`src/rtl/core/ovrq_pkg.sv`:
```
// shared types and constants for the overwriting ring queue
// no dependencies; imported by the controller, datapath and top level
package ovrq_pkg;

  localparam int WORD_BITS  = 32;
  localparam int COUNT_BITS = 5;
  localparam int MODE_BITS  = 2;
  localparam int DEPTH_DEF  = 16;
  localparam int CAP_RESET  = 16;

  // request codes carried on in_mode
  typedef enum logic [MODE_BITS-1:0] {
    MODE_ADD   = 2'd0,
    MODE_POP   = 2'd1,
    MODE_FIND  = 2'd2,
    MODE_PURGE = 2'd3
  } mode_t;

  // commands from the controller to the datapath
  typedef struct packed {
    logic add;
    logic pop_fail;
    logic pop_issue;
    logic pop_finish;
    logic scan_start;
    logic scan_step;
    logic scan_finish;
  } ctrl_cmd_t;

  // status from the datapath to the controller
  typedef struct packed {
    logic empty;
    logic scan_done;
  } dp_sts_t;

endpackage

```
`src/rtl/core/overwriting_ring_queue_top.sv`:
```
// top level of the overwriting ring queue of signed words
// depends on ovrq_pkg, ovrq_ctrl and ovrq_datapath
//
// usage:
//   a request beat (in_mode, in_value) is taken at a clock edge where start is
//   high and busy is low. every request gives exactly one result beat on the
//   out_ ports, marked by out_strobe for one cycle; the receiver cannot stall,
//   so the beat must be captured in that cycle.
//   add: result beat in the cycle after the request, busy stays low, so adds
//     may follow one another every cycle.
//   remove oldest: one memory read of the head word; no read if the queue is empty.
//   contains / remove matching: the scan reads one ring entry per cycle
//     through the single memory read port and compacts the survivors
//     through the write port behind it.
//   cfg_wr_en writes the capacity (zero acts as one, above DEPTH acts as DEPTH)
//   and empties the queue; write it only while the block is idle.
//   reset (rst_n low, synchronous) empties the queue and sets capacity to
//   16, or DEPTH if smaller. ring contents are not cleared.
module overwriting_ring_queue_top #(
  parameter int DEPTH = ovrq_pkg::DEPTH_DEF
) (
  input  logic                                  clk,
  input  logic                                  rst_n,
  input  logic                                  start,
  output logic                                  busy,
  input  logic [ovrq_pkg::MODE_BITS-1:0]        in_mode,
  input  logic signed [ovrq_pkg::WORD_BITS-1:0] in_value,
  output logic                                  out_strobe,
  output logic signed [ovrq_pkg::WORD_BITS-1:0] out_result_value,
  output logic                                  out_success,
  output logic                                  out_overwrote,
  output logic [ovrq_pkg::COUNT_BITS-1:0]       out_fill_count,
  input  logic                                  cfg_wr_en,
  input  logic [ovrq_pkg::COUNT_BITS-1:0]       cfg_wr_data
);
  import ovrq_pkg::*;

  ctrl_cmd_t cmd;
  dp_sts_t   sts;

  // request sequencer
  ovrq_ctrl u_ctrl (
    .clk     (clk),
    .rst_n   (rst_n),
    .start   (start),
    .in_mode (in_mode),
    .sts_i   (sts),
    .cmd_o   (cmd),
    .busy    (busy)
  );

  // storage and scan datapath
  ovrq_datapath #(
    .DEPTH (DEPTH)
  ) u_datapath (
    .clk              (clk),
    .rst_n            (rst_n),
    .cmd_i            (cmd),
    .sts_o            (sts),
    .in_mode          (in_mode),
    .in_value         (in_value),
    .cfg_wr_en        (cfg_wr_en),
    .cfg_wr_data      (cfg_wr_data),
    .out_strobe       (out_strobe),
    .out_result_value (out_result_value),
    .out_success      (out_success),
    .out_overwrote    (out_overwrote),
    .out_fill_count   (out_fill_count)
  );

endmodule

```
`src/rtl/core/ovrq_datapath.sv`:
```
// ring storage, pointers, fill count, scan/compaction engine and result registers
// depends on ovrq_pkg; driven by commands from ovrq_ctrl
module ovrq_datapath #(
  parameter int DEPTH = ovrq_pkg::DEPTH_DEF
) (
  input  logic                                  clk,
  input  logic                                  rst_n,
  input  ovrq_pkg::ctrl_cmd_t                   cmd_i,
  output ovrq_pkg::dp_sts_t                     sts_o,
  input  logic [ovrq_pkg::MODE_BITS-1:0]        in_mode,
  input  logic signed [ovrq_pkg::WORD_BITS-1:0] in_value,
  input  logic                                  cfg_wr_en,
  input  logic [ovrq_pkg::COUNT_BITS-1:0]       cfg_wr_data,
  output logic                                  out_strobe,
  output logic signed [ovrq_pkg::WORD_BITS-1:0] out_result_value,
  output logic                                  out_success,
  output logic                                  out_overwrote,
  output logic [ovrq_pkg::COUNT_BITS-1:0]       out_fill_count
);
  import ovrq_pkg::*;

  localparam int IDX_W = (DEPTH > 1) ? $clog2(DEPTH) : 1;
  localparam int CMP_W = ((IDX_W > COUNT_BITS) ? IDX_W : COUNT_BITS) + 1;
  localparam logic [COUNT_BITS-1:0] CAP_INIT =
    (DEPTH < CAP_RESET) ? COUNT_BITS'(DEPTH) : COUNT_BITS'(CAP_RESET);

  // step one place around the ring, wrapping at the capacity
  function automatic logic [IDX_W-1:0] ring_next(input logic [IDX_W-1:0] idx,
                                                  input logic [COUNT_BITS-1:0] cap);
    logic [CMP_W-1:0] inc;
    inc = CMP_W'(idx) + CMP_W'(1);
    return (inc >= CMP_W'(cap)) ? '0 : inc[IDX_W-1:0];
  endfunction

  // ring memory
  logic [WORD_BITS-1:0] ring_mem [DEPTH];
  logic                 mem_we;
  logic [IDX_W-1:0]     mem_waddr;
  logic [WORD_BITS-1:0] mem_wdata;
  logic                 mem_re;
  logic [IDX_W-1:0]     mem_raddr;
  logic [WORD_BITS-1:0] rd_data_r;

  // queue state
  logic [COUNT_BITS-1:0] cap_r, cap_nxt;
  logic [IDX_W-1:0]      head_r, head_nxt;
  logic [IDX_W-1:0]      tail_r, tail_nxt;
  logic [COUNT_BITS-1:0] count_r, count_nxt;

  // scan engine
  logic                  is_purge_r, is_purge_nxt;
  logic [WORD_BITS-1:0]  value_r, value_nxt;
  logic [IDX_W-1:0]      rd_ptr_r, rd_ptr_nxt;
  logic [COUNT_BITS-1:0] rd_left_r, rd_left_nxt;
  logic                  cmp_vld_r, cmp_vld_nxt;
  logic [IDX_W-1:0]      wr_ptr_r, wr_ptr_nxt;
  logic [IDX_W-1:0]      last_wr_r, last_wr_nxt;
  logic [COUNT_BITS-1:0] kept_r, kept_nxt;
  logic                  found_r, found_nxt;

  // result beat
  logic                  out_strobe_r, out_strobe_nxt;
  logic [WORD_BITS-1:0]  out_value_r, out_value_nxt;
  logic                  out_success_r, out_success_nxt;
  logic                  out_overwrote_r, out_overwrote_nxt;
  logic [COUNT_BITS-1:0] out_fill_r, out_fill_nxt;

  logic [COUNT_BITS-1:0] cap_clamp;

  // clamp the written capacity into one..DEPTH
  always_comb begin
    cap_clamp = (cfg_wr_data == '0) ? COUNT_BITS'(1) : cfg_wr_data;
    if (32'(cap_clamp) > 32'(DEPTH)) begin
      cap_clamp = COUNT_BITS'(DEPTH);
    end
  end

  // next-state logic for all commands
  always_comb begin
    cap_nxt           = cap_r;
    head_nxt          = head_r;
    tail_nxt          = tail_r;
    count_nxt         = count_r;
    is_purge_nxt      = is_purge_r;
    value_nxt         = value_r;
    rd_ptr_nxt        = rd_ptr_r;
    rd_left_nxt       = rd_left_r;
    cmp_vld_nxt       = cmp_vld_r;
    wr_ptr_nxt        = wr_ptr_r;
    last_wr_nxt       = last_wr_r;
    kept_nxt          = kept_r;
    found_nxt         = found_r;
    out_strobe_nxt    = 1'b0;
    out_value_nxt     = out_value_r;
    out_success_nxt   = out_success_r;
    out_overwrote_nxt = out_overwrote_r;
    out_fill_nxt      = out_fill_r;
    mem_we            = 1'b0;
    mem_waddr         = head_r;
    mem_wdata         = in_value;
    mem_re            = 1'b0;
    mem_raddr         = head_r;

    // add at the back, overwriting the oldest word when full
    if (cmd_i.add) begin
      mem_we            = 1'b1;
      out_strobe_nxt    = 1'b1;
      out_value_nxt     = in_value;
      out_success_nxt   = 1'b1;
      out_overwrote_nxt = 1'b0;
      if (count_r == '0) begin
        tail_nxt  = head_r;
        count_nxt = COUNT_BITS'(1);
      end else if (count_r >= cap_r) begin
        tail_nxt          = head_r;
        head_nxt          = ring_next(head_r, cap_r);
        out_overwrote_nxt = 1'b1;
      end else begin
        tail_nxt  = ring_next(tail_r, cap_r);
        mem_waddr = tail_nxt;
        count_nxt = count_r + COUNT_BITS'(1);
      end
      out_fill_nxt = count_nxt;
    end

    // pop on an empty queue
    if (cmd_i.pop_fail) begin
      out_strobe_nxt    = 1'b1;
      out_value_nxt     = '0;
      out_success_nxt   = 1'b0;
      out_overwrote_nxt = 1'b0;
      out_fill_nxt      = count_r;
    end

    // pop: read the head word
    if (cmd_i.pop_issue) begin
      mem_re    = 1'b1;
      mem_raddr = head_r;
    end

    // pop: return the word and retire the head
    if (cmd_i.pop_finish) begin
      count_nxt = count_r - COUNT_BITS'(1);
      if (count_r == COUNT_BITS'(1)) begin
        tail_nxt = head_r;
      end else begin
        head_nxt = ring_next(head_r, cap_r);
      end
      out_strobe_nxt    = 1'b1;
      out_value_nxt     = rd_data_r;
      out_success_nxt   = 1'b1;
      out_overwrote_nxt = 1'b0;
      out_fill_nxt      = count_nxt;
    end

    // search/compaction setup
    if (cmd_i.scan_start) begin
      is_purge_nxt = (mode_t'(in_mode) == MODE_PURGE);
      value_nxt    = in_value;
      rd_ptr_nxt   = head_r;
      rd_left_nxt  = count_r;
      cmp_vld_nxt  = 1'b0;
      wr_ptr_nxt   = head_r;
      last_wr_nxt  = head_r;
      kept_nxt     = '0;
      found_nxt    = 1'b0;
    end

    // one entry read and one entry compared per cycle
    if (cmd_i.scan_step) begin
      if (rd_left_r != '0) begin
        mem_re      = 1'b1;
        mem_raddr   = rd_ptr_r;
        rd_ptr_nxt  = ring_next(rd_ptr_r, cap_r);
        rd_left_nxt = rd_left_r - COUNT_BITS'(1);
        cmp_vld_nxt = 1'b1;
      end else begin
        cmp_vld_nxt = 1'b0;
      end
      if (cmp_vld_r) begin
        if (rd_data_r == value_r) begin
          found_nxt = 1'b1;
        end else if (is_purge_r) begin
          // survivor packs down behind the read pointer
          mem_we      = 1'b1;
          mem_waddr   = wr_ptr_r;
          mem_wdata   = rd_data_r;
          last_wr_nxt = wr_ptr_r;
          wr_ptr_nxt  = ring_next(wr_ptr_r, cap_r);
          kept_nxt    = kept_r + COUNT_BITS'(1);
        end
      end
    end

    // search/compaction result
    if (cmd_i.scan_finish) begin
      out_strobe_nxt    = 1'b1;
      out_overwrote_nxt = 1'b0;
      if (is_purge_r) begin
        if (kept_r != count_r) begin
          count_nxt       = kept_r;
          tail_nxt        = (kept_r == '0) ? head_r : last_wr_r;
          out_value_nxt   = value_r;
          out_success_nxt = 1'b1;
        end else begin
          out_value_nxt   = '0;
          out_success_nxt = 1'b0;
        end
      end else begin
        out_value_nxt   = found_r ? value_r : '0;
        out_success_nxt = found_r;
      end
      out_fill_nxt = count_nxt;
    end

    // capacity write empties the queue
    if (cfg_wr_en) begin
      cap_nxt   = cap_clamp;
      head_nxt  = '0;
      tail_nxt  = '0;
      count_nxt = '0;
    end
  end

  // ring memory ports
  always_ff @(posedge clk) begin
    if (mem_we) begin
      ring_mem[mem_waddr] <= mem_wdata;
    end
    if (mem_re) begin
      rd_data_r <= ring_mem[mem_raddr];
    end
  end

  // control registers
  always_ff @(posedge clk) begin
    if (!rst_n) begin
      cap_r        <= CAP_INIT;
      head_r       <= '0;
      tail_r       <= '0;
      count_r      <= '0;
      rd_left_r    <= '0;
      cmp_vld_r    <= 1'b0;
      out_strobe_r <= 1'b0;
    end else begin
      cap_r        <= cap_nxt;
      head_r       <= head_nxt;
      tail_r       <= tail_nxt;
      count_r      <= count_nxt;
      rd_left_r    <= rd_left_nxt;
      cmp_vld_r    <= cmp_vld_nxt;
      out_strobe_r <= out_strobe_nxt;
    end
  end

  // payload registers
  always_ff @(posedge clk) begin
    is_purge_r      <= is_purge_nxt;
    value_r         <= value_nxt;
    rd_ptr_r        <= rd_ptr_nxt;
    wr_ptr_r        <= wr_ptr_nxt;
    last_wr_r       <= last_wr_nxt;
    kept_r          <= kept_nxt;
    found_r         <= found_nxt;
    out_value_r     <= out_value_nxt;
    out_success_r   <= out_success_nxt;
    out_overwrote_r <= out_overwrote_nxt;
    out_fill_r      <= out_fill_nxt;
  end

  assign sts_o.empty     = (count_r == '0);
  assign sts_o.scan_done = (rd_left_r == '0) && !cmp_vld_r;

  assign out_strobe       = out_strobe_r;
  assign out_result_value = out_value_r;
  assign out_success      = out_success_r;
  assign out_overwrote    = out_overwrote_r;
  assign out_fill_count   = out_fill_r;

  // fill count never exceeds the capacity
  a_count_le_cap: assert property (@(posedge clk) disable iff (!rst_n)
    count_r <= cap_r)
    else $error("fill count above capacity");

  // head stays inside the ring in use
  a_head_in_ring: assert property (@(posedge clk) disable iff (!rst_n)
    CMP_W'(head_r) < CMP_W'(cap_r))
    else $error("head outside ring");

  // compaction never keeps more words than it read
  a_kept_le_count: assert property (@(posedge clk) disable iff (!rst_n)
    cmd_i.scan_step |-> kept_r <= count_r)
    else $error("compaction kept too many words");

  // a pop that reads memory returns its beat after its ST_POP step
  a_pop_beat: assert property (@(posedge clk) disable iff (!rst_n)
    cmd_i.pop_issue |-> ##2 out_strobe_r)
    else $error("pop result missing");

endmodule

```
`src/rtl/core/ovrq_ctrl.sv`:
```
// request sequencer for the overwriting ring queue
// depends on ovrq_pkg; issues commands to ovrq_datapath
module ovrq_ctrl (
  input  logic                           clk,
  input  logic                           rst_n,
  input  logic                           start,
  input  logic [ovrq_pkg::MODE_BITS-1:0] in_mode,
  input  ovrq_pkg::dp_sts_t              sts_i,
  output ovrq_pkg::ctrl_cmd_t            cmd_o,
  output logic                           busy
);
  import ovrq_pkg::*;

  typedef enum logic [2:0] {
    ST_IDLE = 3'b001,
    ST_POP  = 3'b010,
    ST_SCAN = 3'b100
  } state_t;

  state_t state_r, state_nxt;

  // next state and commands
  always_comb begin
    state_nxt = state_r;
    cmd_o     = '0;
    case (state_r)
      ST_IDLE: begin
        if (start) begin
          case (mode_t'(in_mode))
            MODE_ADD: begin
              cmd_o.add = 1'b1;
            end
            MODE_POP: begin
              if (sts_i.empty) begin
                cmd_o.pop_fail = 1'b1;
              end else begin
                cmd_o.pop_issue = 1'b1;
                state_nxt       = ST_POP;
              end
            end
            MODE_FIND, MODE_PURGE: begin
              cmd_o.scan_start = 1'b1;
              state_nxt        = ST_SCAN;
            end
            default: begin
              state_nxt = ST_IDLE;
            end
          endcase
        end
      end
      ST_POP: begin
        cmd_o.pop_finish = 1'b1;
        state_nxt        = ST_IDLE;
      end
      ST_SCAN: begin
        if (sts_i.scan_done) begin
          cmd_o.scan_finish = 1'b1;
          state_nxt         = ST_IDLE;
        end else begin
          cmd_o.scan_step = 1'b1;
        end
      end
      default: begin
        state_nxt = ST_IDLE;
      end
    endcase
  end

  // state register
  always_ff @(posedge clk) begin
    if (!rst_n) begin
      state_r <= ST_IDLE;
    end else begin
      state_r <= state_nxt;
    end
  end

  assign busy = (state_r != ST_IDLE);

endmodule
```
`config.mk`:
```
export PLATFORM = sky130hd
export DESIGN_NAME = overwriting_ring_queue_top
export DESIGN_NICKNAME = d
export VERILOG_FILES = /design/src/rtl/core/ovrq_pkg.sv /design/src/rtl/core/overwriting_ring_queue_top.sv /design/src/rtl/core/ovrq_datapath.sv /design/src/rtl/core/ovrq_ctrl.sv
export SDC_FILE = /design/constraint.sdc
export NUM_CORES = 1
export LEC_CHECK = 0
export BUFFER_PORTS_ARGS = -buffer_cell sky130_fd_sc_hd__buf_4
export CAP_MARGIN = 20
export CELL_PAD_IN_SITES_DETAIL_PLACEMENT = 1
export CELL_PAD_IN_SITES_GLOBAL_PLACEMENT = 2
export CORE_MARGIN = 3
export CORE_UTILIZATION = 46
export CTS_CLUSTER_DIAMETER = 30
export DETAILED_ROUTE_END_ITERATION = 10
export PLACE_DENSITY_LB_ADDON = 0.1
export SLEW_MARGIN = 20
export SYNTH_ARGS = -nofsm -noshare
export SYNTH_HDL_FRONTEND = slang
export SYNTH_SLANG_ARGS = --single-unit
```
`constraint.sdc`:
```
create_clock -name clk -period 7.5 [get_ports clk]
set_input_delay 1.5 -clock clk [delete_from_list [all_inputs] [get_ports clk]]
set_output_delay 1.5 -clock clk [all_outputs]
set_load 0.005 [all_outputs]
```
; ---- Word level (Yosys, flattened, before mapping)
; Memory sizes are Yosys's and may differ from the RTL's. A register that Yosys moved wholly into a read port is not among the register bits.
; Cells that the tools add are included.
[word_totals]
register_bits = 118
latch_bits = 0
ramBits = 512
mem_bits_ro = 0
input_bits = 43
out_inout_bits = 41
word_cells = 179
mem_count = 1
[op_classes]
addsub = 8
n_mul = 0
div = 0
magnitude_cmp = 6
n_eq_ne = 14
shift = 0
n_mux = 116
bitwise_logic = 1
n_reduce_logical = 14
[memory_table]
columns = memory, words, word_bits, rd, rd_clocked_by_memory_dff, write_ports, line_no
row1 = u_datapath.ring_mem, 16, 32, 1, 1, 1, ovrq_datapath.sv:36  ; logic [WORD_BITS-1:0] ring_mem [DEPTH];
[op_table]
columns = op, count
row1 = 32-bit two-way mux, 11
row2 = 4-bit two-way mux, 38
row3 = 5-bit two-way mux, 21
row4 = 1-bit two-way mux, 37
row5 = 32-bit == test, 1
row6 = 6-bit by 5-bit greater-or-equal comparator with 1-bit output, 4
row7 = 4-bit by 1-bit adder with 5-bit output (second input constant), 4
row8 = 5-bit logical NOT, 4
row9 = 3-bit two-way mux, 5
row10 = 3-bit one-hot mux with 2 select lines, 2
row11 = 5-bit by 1-bit adder with 5-bit output (second input constant), 2
row12 = 5-bit by 1-bit subtractor with 5-bit output (second input constant), 2
row13 = 3-bit inequality test (second input constant), 2
row14 = 5-bit by 1-bit == test with 1-bit output (second input constant), 1
row15 = 5-bit greater-or-equal comparator, 1
row16 = 5-bit greater-than comparator (second input constant), 1
row17 = 5-bit inequality test, 1
row18 = 5-bit nonzero test, 1
row19 = 2-bit == test (second input constant), 2
row20 = 2-bit two-way mux, 2
row21 = 2-bit inequality test (second input constant), 2
row22 = 4-bit AND reduction, 1
row23 = 4-bit nonzero test, 1
row24 = 2-bit OR reduction, 2
row25 = 11 further kinds, 11

; ---- Depth between registers and ports, before layout
[logic_depth]
ltp_word = 12
mapped_depth = 11
depth_no_buf = 11

; ---- Hierarchy
; Synthesis repeated with hierarchy kept, for this count alone.
[unflattened]
cells_unflattened = 1757
hier_area_um2 = 27611.5
[modules_own_cells]
columns = mod, n_inst, cells_each, area_per_inst_um2, seq_area_each_um2
row1 = ovrq_datapath, 1, 1738, 27412.5, 19348.6
row2 = ovrq_ctrl, 1, 19, 198.9, 60.1

; ---- Worst setup path after synthesis
; No wires, ideal clock.
[synth_path]
kind = in2reg
start = input start
end = memory u_datapath.ring_mem[1][0] (enable)
setup_ps = 513
arrival_ps = 6281
required_ps = 6987
path_slack_ps = 706
cell_stages = 8
n_path_buf = 1
path_cell_list = nand4bb_1 > or3_1 > buf_2 > nor2_4 > nand2_2 > a221oi_2 > o21ai_0 > nor4b_1
[synth_between]
elab_chain_len = 9
word_cells_on_any_way = 14
cone_classes = mux: 14
[synth_lines]
columns = element, line_no
row1 = start: declaration, overwriting_ring_queue_top.sv:24  ; input logic start,
row2 = 3-bit two-way mux *, ovrq_ctrl.sv:28  ; if (start) begin
row3 = 3-bit two-way mux *, ovrq_ctrl.sv:26  ; case (state_r)
row4 = 1-bit two-way mux, ovrq_datapath.sv:105  ; if (cmd_i.add) begin
row5 = 1-bit two-way mux, ovrq_datapath.sv:183  ; end else if (is_purge_r) begin
row6 = 1-bit two-way mux, ovrq_datapath.sv:181  ; if (rd_data_r == value_r) begin
row7 = 1-bit two-way mux, ovrq_datapath.sv:180  ; if (cmp_vld_r) begin
row8 = 1-bit two-way mux, ovrq_datapath.sv:170  ; if (cmd_i.scan_step) begin
row9 = 1-bit two-way mux, ovrq_datapath.sv:227  ; if (mem_we) begin
row10 = 1-bit two-way mux (not written as such), ovrq_datapath.sv:228  ; ring_mem[mem_waddr] <= mem_wdata;
row11 = end: declaration, ovrq_datapath.sv:36
; Every way passes the cells marked *; elsewhere a longest branch is shown, timed or not.

; ---- Final worst setup path
[layout_path]
start = register u_datapath.rd_data_r[6], read port of u_datapath.ring_mem
end = memory u_datapath.ring_mem[8][31] (enable)
[layout_between]
elab_chain_len = 6
word_cells_on_any_way = 9
cone_classes = eq/ne: 1 / mux: 8
[layout_lines]
columns = element, line_no
row1 = start: declaration, ovrq_datapath.sv:42  ; logic [WORD_BITS-1:0] rd_data_r;
row2 = 32-bit == test *, ovrq_datapath.sv:181
row3 = 1-bit two-way mux, ovrq_datapath.sv:181
row4 = 1-bit two-way mux, ovrq_datapath.sv:180
row5 = 1-bit two-way mux, ovrq_datapath.sv:170
row6 = 1-bit two-way mux, ovrq_datapath.sv:227
row7 = 1-bit two-way mux (not written as such), ovrq_datapath.sv:228
; Marks and branches as above.

==> metrics.md <==
| Metric | Value |
|---|---|
| Crit end category | flop |
| Total CTS buffers | 143 |
| Fmax | 202 MHz |
| Die width | 250 um |
| CTS tree | done |
| Vias per cell | 5.98 |
| WL final | 79300 um |
| Initial Utilization | 0.469 |
| Startpoint class of the critical path | flop |
| Setup Fix Bufs, Post-CTS | 0 |
| DR iter-0 viols | 1443 |
| Grt ovf | 0 |
| Slowest cell on the critical path | nor2_4 |
| Reg2Reg Capture Point | u_datapath.ring_mem[8][31] |
| Critical Path, Cell by Cell | xnor2_1, nand4_1, nor4_1, a21oi_4, buf_4, a221oi_4, o221ai_1, nor2_4, buf_4 |
| Final Power | 10.6 mW |
| Via Count | 16600 |
| Post-synth top area share | 0.677 |
| Gr usage total | 0.255 |
| Post-synth EDFFs | around 600 |
| Min Tclk post-route | between 4 and 5 ns |
| Post-CTS Hold Buffers | 0 |
| Pre-Repair DR Iteration Count | 7 |
| Worst-path maximum fanout | 37 |
| Least-Margin Pin Slew | 1.17 ns |
| Worst Path Required | 7.89 ns |
| H-Tree Depth | 4 |
| Crit path to | u_datapath.ring_mem[8][31] |
| RSZ-0062 raised after global routing | false |
| Final hold violations | 0 |
| Seq/Total Area, Yosys | 0.711 |
| Num rows | 88 |
| Die area | 62300 um^2 |
| Cell count after synthesis | 1729 |
| Cells on worst reg2reg path | 9 |
| Syn-to-layout area delta | 24.2% |
| Drt drc | 0 |
| Most common cell in the netlist | edfxtp_1 |
| Number of global-route vias before repair | 17600 |
| Cts repair resizes | 0 |
| Mapped Area | 27300 um^2 |
| Setup TNS | 0 ns |
| Sink Count | 662 |
| Flop2flop setup slack | 2.56 ns |
| Cell mode on critical path | buf_4 |
| Maximum VDD drop | 0.000251 V |
| Status | completed |
| Pleak | roughly 14 nW |
| Critical Setup Path Class | reg2reg |
| Synth top cells by count | edfxtp_1, mux2i_1, o22ai_1 |
| CTS Buffer Depth | 3 |
| Post-DRT Antenna Nets | 0 |
| Buf+Inv Stages, Crit Path | 2 |
| Root Buffer | clkbuf_16 |
| Pwr Density | 314 nW/um^2 |
| Wirelength per Cell | 28.5 um |
| IO Pins | 84 |
| Worst hold path type | reg2reg |
| Nets | about 2000 |
| Initial antenna violation count | 0 |
| Largest cells by area after synthesis | edfxtp_1, mux2i_1, dfxtp_1 |
| YS warnings | 0 |
| CP Depth | 9 |
| PortBufs | 83 |
| Leading area contributor after synthesis | edfxtp_1 |
| #FFs+latches synth | 662 |
| Synthesized Nets | 1807 |
| Crit path from | u_datapath.rd_data_r[6] |
| Clock Skews | roughly 0.031 ns |
| MaxCap Viol Count | 0 |
| CP arrival | 5.34 ns |
| Final weighted congestion in routability-driven placement | 0.779 |
| Chip Height | 250 um |
| Largest net degree at the start of global routing | 89 |
| Worst relative slew slack | 0.219 |
| CP peak stage delay | 0.90 ns |
| Delay-heaviest family, CP | simple AND/OR/NAND/NOR gates |
| Worst-path clk slew | 0.05 ns |
| Post-route clock period utilization | 0.659 |
| Async SR Flop Fraction | 0 |
| Share of layout cells above drive strength 1 | 0.214 |
| Fin. max-slew vios | 0 |
| Clk_lat worst skew | 0.72 ns |
| Distinct cells, synth | 68 |
| R2R Path Start | u_datapath.rd_data_r[6] |
| Final Setup Violations | 0 |
| First-pass GRT wire length | 116000 um |
| Avg Inst Size Synth | approximately 16 um^2 |
| Core ar. | slightly below 60000 um^2 |
| Main synth FF type | edfxtp_1 |
| HPWL after DPL | 45100 um |
[power by group]
| part | total (mW) | internal, mW | switching, mW |
|---|---|---|---|
| sequential | 4.09 | 4.08 | 0.0142 |
| clock | 6.33 | 4.30 | 2.03 |
| combinational | 0.218 | 0.0701 | 0.148 |
| total | 10.6 | 8.45 | 2.20 |
[worst register-to-register path, stage by stage (launching register included)]
cell and delay (ns):
edfxtp_1 0.42, xnor2_1 0.38, nand4_1 0.17, nor4_1 0.79
a21oi_4 0.11, buf_4 0.31, a221oi_4 0.60, o221ai_1 0.56
nor2_4 0.91, buf_4 0.39
[flip-flops by register name, indices dropped and copies added (netlist names), 5 cells and up]
signal and flops:
u_datapath.value_r 32, u_datapath.cap_r 5, u_datapath.kept_r 5, u_datapath.out_fill_count 5
u_datapath.ring_mem 512, u_datapath.out_result_value 32, u_datapath.count_r 5, u_datapath.rd_left_r 5
u_datapath.rd_data_r 32
[per-stage QoR]
step	setup WS, ns	cell area, um^2	utilization	std cells	hold slack, ns
finish	2.56	33900	0.582	2780	0.463
global route	2.32	33900	0.582	2779	0.505
CTS	2.49	33900	0.581	2778	0.461
detailed placement	2.00	28900	0.496	2514	0.455
global placement	2.15	28900	0.496	2514	0.449
floorplan	0.706	27300	-	1729	0.423
[worst min path at each step]
stage,startpoint,to,slack [ns],depth (start not counted)
after floorplan,u_datapath.found_r,u_datapath.found_r,0.42,2
after global placement,u_datapath.found_r,u_datapath.found_r,0.45,2
after detailed placement,u_datapath.found_r,u_datapath.found_r,0.46,2
after CTS,u_datapath.found_r,u_datapath.found_r,0.46,2
after global routing,u_datapath.found_r,u_datapath.found_r,0.50,2
final,u_datapath.found_r,u_datapath.found_r,0.46,2
[area by class of cell]
class | count | area [um^2]
Inverter | 56 | 210
Sequential cell | 662 | 19400
Antenna cell | 1 | 2.50
Fill cell | 5281 | 24400
Timing Repair Buffer | 117 | 948
Clock buffer | 173 | 3840
Tap cell | 765 | 957
Multi-Input combinational cell | 915 | 7420
Clock inverter | 91 | 1100
[cell usage in the layout, fill, tap and decap left out, types with 11 or more instances in the layout]
| cell | Yosys | final |
|---|---|---|
| edfxtp_1 | 615 | 615 |
| ha_1 | 35 | 35 |
| nand2_1 | 52 | 42 |
| mux2i_1 | 263 | 262 |
| and2_1 | 11 | 11 |
| buf_4 | 5 | 112 |
| inv_1 | 56 | 55 |
| mux2_2 | 35 | 35 |
| o22ai_1 | 141 | 141 |
| clkinv_1 | 0 | 12 |
| nor3_1 | 13 | 13 |
| a21oi_1 | 38 | 36 |
| clkbuf_16 | 0 | 147 |
| bufinv_16 | 0 | 19 |
| a222oi_1 | 32 | 32 |
| nand2_2 | 1 | 11 |
| clkbuf_1 | 41 | 20 |
| o21ai_0 | 24 | 24 |
| clkinvlp_4 | 0 | 16 |
| nand4_1 | 12 | 12 |
| or4_1 | 32 | 32 |
| nor2_1 | 39 | 32 |
| dfxtp_1 | 47 | 47 |
| clkinv_2 | 0 | 20 |
| xnor2_1 | 40 | 40 |
| nand3_1 | 16 | 16 |
[layer usage]
layer,vias to the layer above,GRT usage,share of wire,routed length (um)
li1,7263,-,-,-
met1,8610,0.332,0.42,33200
met2,615,0.414,0.48,38400
met3,140,0.0648,0.070,5540
met4,0,0.0957,0.028,2220
met5,-,0,0,0
[cells by family after synthesis]
| logic type | count (synthesis) | synth area share |
|---|---|---|
| xor gates and xnor gates | 50 | 0.0160 |
| buffers and inverters | 152 | 0.0237 |
| muxes | 299 | 0.111 |
| and+or+nand+nor | 237 | 0.0486 |
| AOI/OAI and AO/OA | 294 | 0.0730 |
| adders and majority gates | 35 | 0.0160 |
| DFF | 662 | 0.711 |
Note: power is estimated with default switching activity, not from simulation.
